--- src/hw/rtl/efl_pkg.sv ---
// Shared constants, codes and types of the entity identifier allocator.
package efl_pkg;

    localparam int unsigned MAX_ENTITIES = 4096;
    localparam int unsigned ID_W         = 12;
    localparam int unsigned ADDR_W       = $clog2(MAX_ENTITIES);
    localparam int unsigned CNT_W        = $clog2(MAX_ENTITIES + 1);

    localparam logic [CNT_W-1:0] MAX_CNT = CNT_W'(MAX_ENTITIES);

    typedef enum logic [2:0] {
        MODE_ALLOC   = 3'd0,
        MODE_CLAIM   = 3'd1,
        MODE_RELEASE = 3'd2,
        MODE_EXISTS  = 3'd3,
        MODE_FIRST   = 3'd4,
        MODE_NEXT    = 3'd5
    } mode_t;

    typedef enum logic [1:0] {
        STAT_OK      = 2'd0,
        STAT_FULL    = 2'd1,
        STAT_NONE    = 2'd2,
        STAT_INVALID = 2'd3
    } status_t;

    typedef enum logic [3:0] {
        S_IDLE,
        S_DECODE,
        S_POP,
        S_CAND,
        S_SRD,
        S_SCMP,
        S_MOVE_WR,
        S_DONE
    } state_t;

    typedef struct packed {
        logic start;
        logic step;
    } search_ctl_t;

    typedef struct packed {
        logic match;
        logic last;
    } search_sts_t;

endpackage

--- src/hw/rtl/efl_search_unit.sv ---
// Shared search unit: walks the free stack from the bottom and compares each entry to a target.
module efl_search_unit
(
    input  logic                        clk,
    input  logic                        rst_n,
    input  efl_pkg::search_ctl_t        ctl,
    input  logic [efl_pkg::ID_W-1:0]    target,
    input  logic [efl_pkg::ID_W-1:0]    rd_data,
    input  logic [efl_pkg::CNT_W-1:0]   free_count,
    output logic [efl_pkg::ADDR_W-1:0]  idx,
    output efl_pkg::search_sts_t        sts
);

    logic [efl_pkg::ADDR_W-1:0] idx_reg;
    logic [efl_pkg::ADDR_W-1:0] idx_next;
    logic [efl_pkg::ID_W-1:0]   target_reg;

    always_comb
    begin
        idx_next = idx_reg;
        if (ctl.start)
        begin
            idx_next = '0;
        end
        else if (ctl.step)
        begin
            idx_next = idx_reg + efl_pkg::ADDR_W'(1);
        end
    end

    always_ff @(posedge clk or negedge rst_n)
    begin
        if (!rst_n)
        begin
            idx_reg <= '0;
        end
        else
        begin
            idx_reg <= idx_next;
        end
    end

    always_ff @(posedge clk)
    begin
        if (ctl.start)
        begin
            target_reg <= target;
        end
    end

    assign idx       = idx_reg;
    assign sts.match = (rd_data == target_reg);
    assign sts.last  = ((efl_pkg::CNT_W'(idx_reg) + efl_pkg::CNT_W'(1)) >= free_count);

endmodule

--- config.mk ---
export PLATFORM = sky130hd
export DESIGN_NAME = efl_search_unit
export DESIGN_NICKNAME = d
export VERILOG_FILES = /design/src/hw/rtl/efl_pkg.sv /design/src/hw/rtl/efl_search_unit.sv
export SDC_FILE = /design/constraint.sdc
export NUM_CORES = 1
export LEC_CHECK = 0
export ABC_CLOCK_PERIOD_IN_PS = 5750
export BUFFER_PORTS_ARGS = -buffer_cell sky130_fd_sc_hd__buf_2
export CORE_ASPECT_RATIO = 1.25
export CORE_MARGIN = 10
export CORE_UTILIZATION = 54
export DETAILED_ROUTE_END_ITERATION = 6
export PLACE_DENSITY = 0.88
export SYNTH_ARGS = -nofsm -noshare
export SYNTH_HDL_FRONTEND = slang
export SYNTH_SLANG_ARGS = --single-unit
--- constraint.sdc ---
create_clock -name clk -period 5.75 [get_ports clk]
set_input_delay 0.575 -clock clk [delete_from_list [all_inputs] [get_ports clk]]
set_output_delay 0.575 -clock clk [all_outputs]
set_load 0.02 [all_outputs]
==> impl_metrics.toml <==
[power]
vdd_drop_max_v = 0.000175
leakagePower_uw = 0.000976
powerDensity_nw_per_um2 = 189

[grt]
grt-ovfl-total = 0
grt_first_pass_wirelength_um = 5870
antenna_found_initial = 0
grt_max_degree = 25
grt_pass1_vias = 1270
grt_util_all_layers = 0.133

[layout]
fin_nets = 270
fin_util = 0.674
antennaDiodeCount = 0
drive_above_1_share = 0.291
multi_input_area_um2 = 872
synthToLayoutAreaGrowth_pct = 21.1
final_common_cell = "buf_2"
fillers = 240
final_cell_mix = "buf_2 (54), xnor2_1 (22), ha_1 (15)"
regArea_um2 = 661

[route]
ant_nets = 0
wl_per_cell_um = 14.6
vias = 1305
met1_length_um = 1390
wl_met2_um = 1980
routed_via_density = 5.24
drt-initial-drc-count = 49
routed_wirelength_um = 3650
dr.max_layer_used = "met4"
first_pass_iters = 4
wl_met3_um = 205
drc_errors = 0

[sta]
setup_viol = 0
period_needed_ns = 3.37
grt_setup_unrepaired = "no"
relSlewSlack = 0.684
worst_slew_pin_slew_ns = 0.474
worst_slack_ns = 2.38
hold_violations = 0
holdWs_ns = 0.107
max_freq_ghz = 0.297
slew_violations = 0
period_share = 0.586
finClkSkew_ns = 0.00373
tns_ns = 0

[status]
status = "complete, no violations"

[synthesis]
yosys_warnings = 0
synthFlopType = "edfxtp_1"
netlist_area_um2 = 1610
netlist_instances = 160
synth_top_area_frac = 0.224
synth_nets = 216
syn_avg_cell_area_um2 = 10.1
synth-seq-cells = 24
ys_top_cells_by_area = "edfxtp_1 (22%), dfrtp_1 (19%), xnor2_1 (12%)"
synth_edf_count = 12
ys_types = 27
yosysTopAreaCell = "edfxtp_1"
ys_seq_area_frac = 0.410
async_flop_share = 0.500

[die]
core.rowCount = 22
chipHeight_um = 81.1
start_util = 0.557
num_io_pins = 55
die_x_um = 68.8
die_area_um2 = 5580
core_area_um2 = 2890

[critical_path]
timing.rr.start = "idx[2]"
startpoint_type = "flop"
worstReg2RegEnd = "idx[9]"
cp-end-kind = "output port"
worstPathArrival_ns = 2.79
critPathMaxFanout = 8
worst-r2r-setup-slack_ns = 4.29
cp.required_ns = 5.18
path_class = "flop to output port"
reg2reg_depth = 4

[clock_network]
cts_hold_buf = 0
root_buffer = "clkbuf_4"
clk-insertion-delay-late_ns = 0.32
clock_path_buffers = 2
h-tree-depth = 1
clkTransAtPathRegs_ns = 0.13
post_cts_resized = 0
cts_buffers = 3
cts_tree = "done"
cts_setup_buffers = 0
cts.sinks = 24

[flow_run]
drv_cap = 0

[placed_design]
place_ws_ns = 2.83
gp_congestion = 0.845
hpwl_um = 2920
io_buffers = 54

[worst_hold_path]
min_path_type = "input pin to asynchronous set/reset pin"
worst max-delay path, cell delays in order, from the launching register on:
cell       delay (ns)
dfrtp_1          0.52
ha_1             0.30
and3_1           0.19
nand2_1          0.09
xnor2_1          0.13
ha_1             0.31
a21oi_1          0.13
o21ai_0          0.11
a2111oi_0        0.43
nor3_1           0.10
buf_2            0.18
layout make-up:
class                   count  area share
inverters                  13      0.0250
well taps                  36      0.0231
clock inverters             1      0.0154
clock buffers               3      0.0116
multi-input cells         118       0.447
flip-flops and latches     24       0.339
repair buffers             54       0.139
power breakdown:
part | switching, uW | internal, uW | leakage (uW)
registers | 6.08 | 190 | 0.000284
clock network | 52.4 | 70.5 | 0.0000279
logic | 24.4 | 25.2 | 0.000664
total | 82.9 | 285 | 0.000976
worst max-delay path by stage:
stage / from / end / slack, ns / cells past startpoint
after global routing: idx[2] / sts[0] / 2.16 / 10
final: idx[0] / sts[0] / 2.38 / 10
after CTS: idx[2] / sts[0] / 2.42 / 10
after global placement: idx[0] / sts[0] / 2.89 / 10
after detailed placement: idx[2] / sts[0] / 2.83 / 10
after floorplan: idx[0] / sts[0] / 2.88 / 9
Yosys cell counts (2+ instances only):
| cell | count |
|---|---|
| buf_2 | 2 |
| and4_1 | 3 |
| ha_1 | 15 |
| dfrtp_1 | 12 |
| nand3_1 | 7 |
| inv_1 | 13 |
| nand2_1 | 10 |
| nor3_1 | 3 |
| buf_4 | 2 |
| a21oi_1 | 7 |
| xnor2_1 | 22 |
| nor4_2 | 2 |
| xor2_1 | 10 |
| nor2_1 | 14 |
| o21ai_0 | 4 |
| nand4_1 | 9 |
| edfxtp_1 | 12 |
| and3_1 | 4 |
logic make-up after synthesis:
kind of cell    after synthesis  synth area share
compound gates               12            0.0396
xor+xnor                     32             0.174
fa+ha+maj                    15             0.117
buf+inv                      18            0.0482
flops                        24             0.410
mux                           1           0.00622
simple gates                 58             0.205
routing by layer:
metal | track usage | vias to the layer above
li1 | - | 662
met1 | 0.156 | 607
met2 | 0.229 | 30
met3 | 0.0248 | 6
met4 | 0.0514 | 0
met5 | 0 | -
per-stage QoR:
step / area, um2 / instances / total power [uW]
global placement: 1900 / 245 / 248
detailed placement: 1900 / 245 / 249
floorplan: 1610 / 160 / 225
CTS: 1950 / 249 / 369
finish: 1950 / 249 / 368
global route: 1950 / 249 / 383
(Power assumes the default switching activity.)
